<file path="config.mk">
export PLATFORM = sky130hd
export DESIGN_NAME = lru_key_value_cache_unit
export DESIGN_NICKNAME = d
export VERILOG_FILES = /design/src/rtl/lkv_pkg.sv /design/src/rtl/lkv_front.sv /design/src/rtl/lkv_engine.sv /design/src/rtl/lru_key_value_cache_unit.sv
export SDC_FILE = /design/constraint.sdc
export NUM_CORES = 2
export LEC_CHECK = 0
export ABC_CLOCK_PERIOD_IN_PS = 6400
export BUFFER_PORTS_ARGS = -buffer_cell sky130_fd_sc_hd__buf_2
export CAP_MARGIN = 5
export CORE_MARGIN = 8
export CORE_UTILIZATION = 35
export DETAILED_ROUTE_END_ITERATION = 10
export PLACE_DENSITY_LB_ADDON = 0.05
export SKIP_LAST_GASP = 1
export SLEW_MARGIN = 15
export SYNTH_ARGS = -nofsm -noshare
export SYNTH_HDL_FRONTEND = slang
export SYNTH_HIERARCHICAL = 1
export SYNTH_SLANG_ARGS = --single-unit
</file>
<file path="constraint.sdc">
create_clock -name clk -period 6.4 [get_ports clk]
set_clock_uncertainty 0.1 [all_clocks]
set_input_delay 1.6 -clock clk [delete_from_list [all_inputs] [get_ports clk]]
set_output_delay 1.6 -clock clk [all_outputs]
set_load 0.005 [all_outputs]
</file>
<file path="src/rtl/lkv_pkg.sv">
// ----------------------------------------------------------------------------
// lkv_pkg
// Types and constants shared by the key-value cache modules.
// ----------------------------------------------------------------------------
package lkv_pkg;

    localparam int DATA_W = 32;
    localparam int CFG_W  = 5;
    localparam int QDEPTH = 2;

    localparam logic [CFG_W-1:0]  CAP_RESET  = 5'd16;
    localparam logic              CMD_GET    = 1'b0;
    localparam logic              CMD_PUT    = 1'b1;
    localparam logic [DATA_W-1:0] MISS_VALUE = 32'hFFFF_FFFF;

    // request as seen on the input channel
    typedef struct packed {
        logic                     command;
        logic signed [DATA_W-1:0] key;
        logic signed [DATA_W-1:0] value;
    } req_t;

    // result of a get
    typedef struct packed {
        logic                     hit;
        logic signed [DATA_W-1:0] read_value;
    } rsp_t;

    // classified request held in the queue
    typedef struct packed {
        logic              is_put;
        logic [DATA_W-1:0] key;
        logic [DATA_W-1:0] value;
    } qitem_t;

    // queue head as offered to the engine
    typedef struct packed {
        logic   valid;
        qitem_t item;
    } qhead_t;

endpackage

</file>
<file path="src/rtl/lkv_front.sv">
// ----------------------------------------------------------------------------
// lkv_front
// Accepts requests, classifies them and holds them in a short queue.
// ----------------------------------------------------------------------------
module lkv_front
(
    input  logic          clk,
    input  logic          rst_n,
    input  logic          req_valid,
    output logic          req_ready,
    input  lkv_pkg::req_t req,
    input  logic          pop,
    output lkv_pkg::qhead_t head
);
    import lkv_pkg::*;

    localparam int PTR_W = (QDEPTH > 1) ? $clog2(QDEPTH) : 1;
    localparam int CNT_W = $clog2(QDEPTH + 1);

    qitem_t             qmem_reg [QDEPTH];
    logic [PTR_W-1:0]   wr_ptr_reg, wr_ptr_next;
    logic [PTR_W-1:0]   rd_ptr_reg, rd_ptr_next;
    logic [CNT_W-1:0]   count_reg, count_next;
    logic               push;
    logic               pull;
    qitem_t             cls_item;

    assign req_ready = (count_reg != CNT_W'(QDEPTH));
    assign push      = req_valid && req_ready;
    assign pull      = pop && (count_reg != '0);

    always_comb
    begin
        cls_item.is_put = (req.command == CMD_PUT);
        cls_item.key    = req.key;
        cls_item.value  = req.value;
    end

    always_comb
    begin
        wr_ptr_next = wr_ptr_reg;
        rd_ptr_next = rd_ptr_reg;
        count_next  = count_reg;
        if (push)
        begin
            wr_ptr_next = (wr_ptr_reg == PTR_W'(QDEPTH - 1)) ? '0 : wr_ptr_reg + 1'b1;
        end
        if (pull)
        begin
            rd_ptr_next = (rd_ptr_reg == PTR_W'(QDEPTH - 1)) ? '0 : rd_ptr_reg + 1'b1;
        end
        if (push && !pull)
        begin
            count_next = count_reg + 1'b1;
        end
        else if (pull && !push)
        begin
            count_next = count_reg - 1'b1;
        end
    end

    always_ff @(posedge clk or negedge rst_n)
    begin
        if (!rst_n)
        begin
            wr_ptr_reg <= '0;
            rd_ptr_reg <= '0;
            count_reg  <= '0;
        end
        else
        begin
            wr_ptr_reg <= wr_ptr_next;
            rd_ptr_reg <= rd_ptr_next;
            count_reg  <= count_next;
        end
    end

    always_ff @(posedge clk)
    begin
        if (push)
        begin
            qmem_reg[wr_ptr_reg] <= cls_item;
        end
    end

    assign head.valid = (count_reg != '0);
    assign head.item  = qmem_reg[rd_ptr_reg];

endmodule

</file>
<file path="src/rtl/lkv_engine.sv">
// ----------------------------------------------------------------------------
// lkv_engine
// Scans the entry store for one request, then updates it and returns a get's result.
// ----------------------------------------------------------------------------
module lkv_engine
#(
    parameter int ENTRIES = 16,
    parameter int CAP_W   = 5
)
(
    input  logic             clk,
    input  logic             rst_n,
    input  logic [CAP_W-1:0] cap,
    input  lkv_pkg::qhead_t  head,
    output logic             pop,
    output logic             rsp_valid,
    input  logic             rsp_ready,
    output lkv_pkg::rsp_t    rsp
);
    import lkv_pkg::*;

    localparam int IDX_W = (ENTRIES > 1) ? $clog2(ENTRIES) : 1;
    localparam int CNT_W = $clog2(ENTRIES + 1);

    localparam logic [2:0] ST_IDLE  = 3'd0;
    localparam logic [2:0] ST_SCAN  = 3'd1;
    localparam logic [2:0] ST_DRAIN = 3'd2;
    localparam logic [2:0] ST_EXEC  = 3'd3;
    localparam logic [2:0] ST_OUT   = 3'd4;

    logic [DATA_W-1:0] key_mem [ENTRIES];
    logic [DATA_W-1:0] val_mem [ENTRIES];

    logic [2:0]        state_reg, state_next;
    qitem_t            cur_reg;
    logic [IDX_W-1:0]  scan_idx_reg;
    logic              chk_vld_reg;
    logic [IDX_W-1:0]  chk_idx_reg;
    logic [DATA_W-1:0] key_rd_reg;
    logic [DATA_W-1:0] val_rd_reg;
    logic              match_found_reg, free_found_reg, old_found_reg;
    logic [IDX_W-1:0]  match_idx_reg, free_idx_reg, old_idx_reg;
    logic              valid_reg [ENTRIES];
    logic [IDX_W-1:0]  rank_reg  [ENTRIES];
    logic [CNT_W-1:0]  occ_reg;
    logic              rsp_valid_reg, rsp_valid_next;
    rsp_t              rsp_data_reg;

    logic              start;
    logic              exec;
    logic              load_rsp;
    logic [IDX_W-1:0]  occ_m1;
    logic              chk_match, chk_free, chk_old;
    logic              miss_put;
    logic              do_fill, do_evict, do_touch;
    logic              wr_key, wr_val;
    logic [IDX_W-1:0]  tgt_idx;
    logic [IDX_W-1:0]  touch_rank;

    assign start    = (state_reg == ST_IDLE) && head.valid;
    assign exec     = (state_reg == ST_EXEC);
    assign load_rsp = (state_reg == ST_OUT) && (!rsp_valid_reg || rsp_ready);
    assign pop      = start;

    // ------------------------------------------------------------------ fsm
    always_comb
    begin
        state_next = state_reg;
        case (state_reg)
            ST_IDLE:
            begin
                if (head.valid)
                begin
                    state_next = ST_SCAN;
                end
            end
            ST_SCAN:
            begin
                if (scan_idx_reg == IDX_W'(ENTRIES - 1))
                begin
                    state_next = ST_DRAIN;
                end
            end
            ST_DRAIN:
            begin
                state_next = ST_EXEC;
            end
            ST_EXEC:
            begin
                state_next = cur_reg.is_put ? ST_IDLE : ST_OUT;
            end
            ST_OUT:
            begin
                if (load_rsp)
                begin
                    state_next = ST_IDLE;
                end
            end
            default:
            begin
                state_next = ST_IDLE;
            end
        endcase
    end

    // ------------------------------------------------------ per-entry check
    // one entry per cycle; key read data is registered, and the index is registered alongside it
    assign occ_m1    = IDX_W'(occ_reg - 1'b1);
    assign chk_match = chk_vld_reg && valid_reg[chk_idx_reg] && (key_rd_reg == cur_reg.key);
    assign chk_free  = chk_vld_reg && !valid_reg[chk_idx_reg];
    assign chk_old   = chk_vld_reg && valid_reg[chk_idx_reg] && (rank_reg[chk_idx_reg] == occ_m1);

    // --------------------------------------------------------- update plan
    assign miss_put   = cur_reg.is_put && !match_found_reg;
    assign do_fill    = exec && miss_put && (CAP_W'(occ_reg) < cap) && free_found_reg;
    assign do_evict   = exec && miss_put && !do_fill && old_found_reg;
    assign do_touch   = (exec && match_found_reg) || do_evict;
    assign wr_key     = do_fill || do_evict;
    assign wr_val     = (exec && cur_reg.is_put && match_found_reg) || wr_key;
    assign tgt_idx    = match_found_reg ? match_idx_reg :
                        (do_fill ? free_idx_reg : old_idx_reg);
    assign touch_rank = rank_reg[tgt_idx];

    // ------------------------------------------------------ control state
    always_ff @(posedge clk or negedge rst_n)
    begin
        if (!rst_n)
        begin
            state_reg       <= ST_IDLE;
            scan_idx_reg    <= '0;
            chk_vld_reg     <= 1'b0;
            chk_idx_reg     <= '0;
            match_found_reg <= 1'b0;
            free_found_reg  <= 1'b0;
            old_found_reg   <= 1'b0;
            match_idx_reg   <= '0;
            free_idx_reg    <= '0;
            old_idx_reg     <= '0;
            occ_reg         <= '0;
            rsp_valid_reg   <= 1'b0;
            for (int j = 0; j < ENTRIES; j++)
            begin
                valid_reg[j] <= 1'b0;
                rank_reg[j]  <= '0;
            end
        end
        else
        begin
            state_reg     <= state_next;
            rsp_valid_reg <= rsp_valid_next;
            chk_vld_reg   <= (state_reg == ST_SCAN);
            chk_idx_reg   <= scan_idx_reg;

            if (start)
            begin
                scan_idx_reg    <= '0;
                match_found_reg <= 1'b0;
                free_found_reg  <= 1'b0;
                old_found_reg   <= 1'b0;
            end
            else
            begin
                if (state_reg == ST_SCAN)
                begin
                    scan_idx_reg <= scan_idx_reg + 1'b1;
                end
                if (chk_match)
                begin
                    match_found_reg <= 1'b1;
                    match_idx_reg   <= chk_idx_reg;
                end
                if (chk_free && !free_found_reg)
                begin
                    free_found_reg <= 1'b1;
                    free_idx_reg   <= chk_idx_reg;
                end
                if (chk_old)
                begin
                    old_found_reg <= 1'b1;
                    old_idx_reg   <= chk_idx_reg;
                end
            end

            // recency: a fill ages every valid entry, a touch ages the younger ones
            for (int j = 0; j < ENTRIES; j++)
            begin
                if (IDX_W'(j) == tgt_idx && (do_fill || do_touch))
                begin
                    rank_reg[j]  <= '0;
                    valid_reg[j] <= 1'b1;
                end
                else if (do_fill && valid_reg[j])
                begin
                    rank_reg[j] <= rank_reg[j] + 1'b1;
                end
                else if (do_touch && valid_reg[j] && rank_reg[j] < touch_rank)
                begin
                    rank_reg[j] <= rank_reg[j] + 1'b1;
                end
            end

            if (do_fill)
            begin
                occ_reg <= occ_reg + 1'b1;
            end
        end
    end

    always_comb
    begin
        rsp_valid_next = rsp_valid_reg;
        if (load_rsp)
        begin
            rsp_valid_next = 1'b1;
        end
        else if (rsp_ready)
        begin
            rsp_valid_next = 1'b0;
        end
    end

    // ------------------------------------------------------------ payload
    always_ff @(posedge clk)
    begin
        if (start)
        begin
            cur_reg <= head.item;
        end
        if (load_rsp)
        begin
            rsp_data_reg.hit        <= match_found_reg;
            rsp_data_reg.read_value <= match_found_reg ? val_rd_reg : MISS_VALUE;
        end
    end

    // ------------------------------------------------------------ memories
    always_ff @(posedge clk)
    begin
        if (wr_key)
        begin
            key_mem[tgt_idx] <= cur_reg.key;
        end
        key_rd_reg <= key_mem[scan_idx_reg];
    end

    always_ff @(posedge clk)
    begin
        if (wr_val)
        begin
            val_mem[tgt_idx] <= cur_reg.value;
        end
        if (exec)
        begin
            val_rd_reg <= val_mem[tgt_idx];
        end
    end

    assign rsp_valid = rsp_valid_reg;
    assign rsp       = rsp_data_reg;

endmodule

</file>
<file path="src/rtl/lru_key_value_cache_unit.sv">
// ----------------------------------------------------------------------------
// lru_key_value_cache_unit
// Fully associative key-value cache with least-recently-used replacement.
// ----------------------------------------------------------------------------
// Requests arrive on req (valid/ready); a transfer takes place when req_valid
// and req_ready are both high. A get (command 0) yields one transfer on rsp:
// hit and the stored value, or hit clear and all ones. A put (command 1)
// yields nothing. cfg_we writes the capacity register (0 acts as 1, above
// ENTRIES acts as ENTRIES); write it only while the block is idle.
// A two-entry queue sits behind req, so requests are taken while the engine
// works or while a result waits on rsp.
// The engine handles one request at a time: it scans the key store one entry
// per cycle through its single read port, then goes through its drain and
// exec states, updating the store in exec; a get then waits in the out state
// until its result is loaded into the rsp register.
// Reset empties the cache and the queue and sets capacity to 16. When rsp is
// stalled the result holds in its register, the engine waits, and req_ready
// drops once the queue is full.
// ----------------------------------------------------------------------------
module lru_key_value_cache_unit
#(
    parameter int ENTRIES = 16
)
(
    input  logic                    clk,
    input  logic                    rst_n,
    input  logic                    req_valid,
    output logic                    req_ready,
    input  lkv_pkg::req_t           req,
    output logic                    rsp_valid,
    input  logic                    rsp_ready,
    output lkv_pkg::rsp_t           rsp,
    input  logic                    cfg_we,
    input  logic [lkv_pkg::CFG_W-1:0] cfg_wdata
);
    import lkv_pkg::*;

    localparam int CNT_W = $clog2(ENTRIES + 1);
    localparam int CAP_W = (CNT_W > CFG_W) ? CNT_W : CFG_W;

    logic [CFG_W-1:0] cap_reg;
    logic [CAP_W-1:0] cap_ext;
    logic [CAP_W-1:0] cap_eff;
    qhead_t           head;
    logic             pop;

    always_ff @(posedge clk or negedge rst_n)
    begin
        if (!rst_n)
        begin
            cap_reg <= CAP_RESET;
        end
        else if (cfg_we)
        begin
            cap_reg <= cfg_wdata;
        end
    end

    assign cap_ext = CAP_W'(cap_reg);

    always_comb
    begin
        if (cap_ext == '0)
        begin
            cap_eff = CAP_W'(1);
        end
        else if (cap_ext > CAP_W'(ENTRIES))
        begin
            cap_eff = CAP_W'(ENTRIES);
        end
        else
        begin
            cap_eff = cap_ext;
        end
    end

    lkv_front u_front
    (
        .clk       (clk),
        .rst_n     (rst_n),
        .req_valid (req_valid),
        .req_ready (req_ready),
        .req       (req),
        .pop       (pop),
        .head      (head)
    );

    lkv_engine
    #(
        .ENTRIES (ENTRIES),
        .CAP_W   (CAP_W)
    )
    u_engine
    (
        .clk       (clk),
        .rst_n     (rst_n),
        .cap       (cap_eff),
        .head      (head),
        .pop       (pop),
        .rsp_valid (rsp_valid),
        .rsp_ready (rsp_ready),
        .rsp       (rsp)
    );

endmodule
</file>
==> impl_results.md <==
- Busiest grt layer: met2
- Tot Pwr: 24300 uW
- Post-route ant nets: 0
- Stages on the worst setup path: 20
- Nets: 4048
- Yosys top cell area share: 65.8%
- Final Hold Viols: 0
- Leak pwr: 0.0227 uW
- FILL cells: 15300
- Syn nets: 3879
- Global placement routability congestion: 0.783
- Number of synthesized flops with an enable pin: 1284
- I/O pins: 110
- HP Class: register to register
- Gr usage total: 17.6%
- Met3 usage: 2.90%
- Global-route wire length before repair: 234000 microns
- Max IR drop VDD: 0.000278 V
- Area growth, synth to finish: 15.1%
- CTS Hold Bufs: 0
- Slowest cell delay on critical path: 0.56 ns
- Synth warnings: 6
- Max Fclk: 0.165 GHz
- DR pass1 iterations: 5
- DR vias: 32800
- CTS Sinks: 1438
- Util after Layout: 40.5%
- Clk Tree Root Cell: clkbuf_16
- IO buf count: 109
- Flops & latches, synth: 1438
- Dpl ws: 0.425 ns
- Asr flop ratio synth: 8.48%
- Area occupied by multi-input gates: 15700 sq um
- Most frequent cell after synthesis: edfxtp_1
- WS Path Type: register to register
- # DRC: 0
- GRT met2 Usage: 28.2%
- Crit path time final: 6.04 ns
- Post-cts sizing count: 0
- CP max stage cell: a2111oi_4
- Max-cap viol count: 0
- Slew Viols, Final: 0
- Delay-heaviest family, CP: compound AO/OA/AOI/OAI gates
- Critical R2R Capture: u_engine/rank_reg[14]$_DFFE_PN0P_
- Distinct cells, synth: 65
- H-tree depth: 4
- Initial core utilization: 35.1%
- Final WS setup: 0.355 ns
- Critical Path RT: 6.93 ns
- Crit path capture: u_engine/rank_reg[14]$_DFFE_PN0P_
- RSZ-0062 raised after global routing: no
- Worst Setup Start Kind: register
- Slew headroom: 31.7%
- Post-CTS Setup Inserts: 0
- FF-to-FF path depth: 20
- Cell area power density: 360 nW/um^2
- Floorplan row count: 150
- Largest cells by area after synthesis: edfxtp_1 (66%), mux4_2 (7.2%), dfrtp_1 (5.2%), nand2_1 (4.4%), nand3_1 (2.1%)
- Crit share post-route: 94.4%
- CP Buf/Inv Count: 1
- Initial antenna violation count: 2
- Crit Path Max Fanout: 30
- Clock-pin slew on the worst setup and hold paths: 0.05 ns
- Final instance area: 67400 sq um
- Post-synth top cells: edfxtp_1 (1284), nand2_1 (680), nand3_1 (248)
- Reg2Reg Setup Slack: 0.36 ns
- Outcome: complete, no violations
- CP startpoint: cap_ext[3]$_DFFE_PN0P_
- Post-Synthesis Cells: 3732
- Vias/cell: 5.26
- Critical path, cell by cell: or3_1, a21oi_1, nand2b_4, a2111o_1, a2111oi_4, buf_12, o21a_4, nand2_1, and3_1, a311oi_1, a31oi_1, a21o_1, ha_1, o21ai_0, nand2b_1, a2111oi_0, o21ai_0, and2_1, a311oi_1, o211ai_1
- Worst setup EP type: register
- DR iter-0 viols: 2422
- Worst-skew pair later-pin latency: 0.82 ns
- Register area share after synthesis: 72.2%
- Reg-to-Reg Start: cap_ext[3]$_DFFE_PN0P_
- Overflow after GRT: 0
- Slew of the pin with the lowest slew margin: 1.02 ns
- Largest net degree at the start of global routing: 165
- Deepest clock path buffer count: 3
- Number of global-route vias before repair: 32900
- Ys flop type: edfxtp_1
- TritonCTS clock tree: done
- Share of cells above drive strength 1: 18.3%
- Final TNS setup: 0 ns
- DP HPWL: 85000 microns
- Per-cell routed wire length: 25.8 microns
- Core footprint: 167000 sq um
- DIE AREA: 181000 sq um
- Synth area leader: edfxtp_1
- Post-Syn Area: 58600 sq um
- Die W: 425 microns
- Die height: 425 microns
- Hold depth: 1
- Avg Synthesized Cell Area: 15.7 sq um
- Num CTS Buffers: 161
- Drt total wl: 161000 microns
- DP Area: 62400 sq um
- Setup violators final: 0
- Arr. time, crit path: 6.58 ns
- Area taken by flip-flops and latches: 42300 sq um
- Met1 GRT Util: 25.0%
==> kinds of logic after synthesis <==
group,Yosys count,share of synthesized area (%)
fa+ha+maj,72,1.54
buf+inv,230,1.65
mux,281,9.22
compound gates,339,4.24
flops,1438,72.2
xor+xnor,52,0.778
simple gates,1320,10.4
==> how the worst min path moves through the flow <==
stage,from,endpoint
after floorplan,u_engine/scan_idx_reg[2]$_DFFE_PN0P_,u_engine/chk_idx_reg[2]$_DFF_PN0_
after global placement,u_engine/occ_reg[4]$_DFFE_PN0N_,u_engine/occ_reg[4]$_DFFE_PN0N_
after detailed placement,u_engine/occ_reg[4]$_DFFE_PN0N_,u_engine/occ_reg[4]$_DFFE_PN0N_
after CTS,u_engine/occ_reg[4]$_DFFE_PN0N_,u_engine/occ_reg[4]$_DFFE_PN0N_
after global routing,u_engine/val_rd_reg[18]$_DFFE_PN_,u_engine/rsp[18]$_SDFFCE_PN1P_
final,u_engine/occ_reg[4]$_DFFE_PN0N_,u_engine/occ_reg[4]$_DFFE_PN0N_
==> cell type report <==
class                      count  area share (%)
sequential                  1438            62.7
tap                         2204            4.09
multi-input combinational   2064            23.2
timing repair buffer         200            2.31
clock buffer                 228            6.60
clock inverter                66           0.854
inverter                      36           0.204
antenna                        2         0.00742
==> layer usage <==
layer  share of wire, %  vias to the layer above
met3                3.9                      215
met5                  0                        -
met2                 47                      660
li1                   -                    14800
met4                2.3                        0
met1                 47                    17200
==> placed cells by master, fill, tap and decap left out, types with 18 or more instances in the layout <==
master     netlist  final
nand2_1        680    680
clkbuf_16        0    162
mux2_4          40     40
dfrtp_1        121    115
buf_2           38    108
nor2_4           0     33
buf_4            4     65
nor2b_1         25     25
ha_1            72     72
clkbuf_1       108     51
o21ai_0         39     38
nand3_1        248    248
nor3b_1         24     24
dfxtp_1         32     32
or3_1           21     21
buf_12           0     26
a311oi_1        51     50
mux4_2         186    186
o211ai_1        28     28
nand2b_1        74     74
inv_1           36     34
a211oi_1        42     42
and3_1          81     79
a31oi_1         85     85
clkinv_1         0     30
nor2_1          81     48
nor4_1          18     18
xor2_1          39     39
edfxtp_1      1284   1284
mux2_2          40     40
==> report_power, final <==
group	internal (uW)	total [uW]	switching (uW)
Clock	5030	8810	3780
Sequential	11400	12300	962
Combinational	1610	3120	1510
==> stage by stage <==
stage	hold WS (ns)	instances
after floorplan	0.252	3732
after global placement	0.367	5942
after detailed placement	0.367	5942
after CTS	0.379	6236
after global routing	0.413	6236
final	0.375	6238
Power figures use the tool's default switching activity.
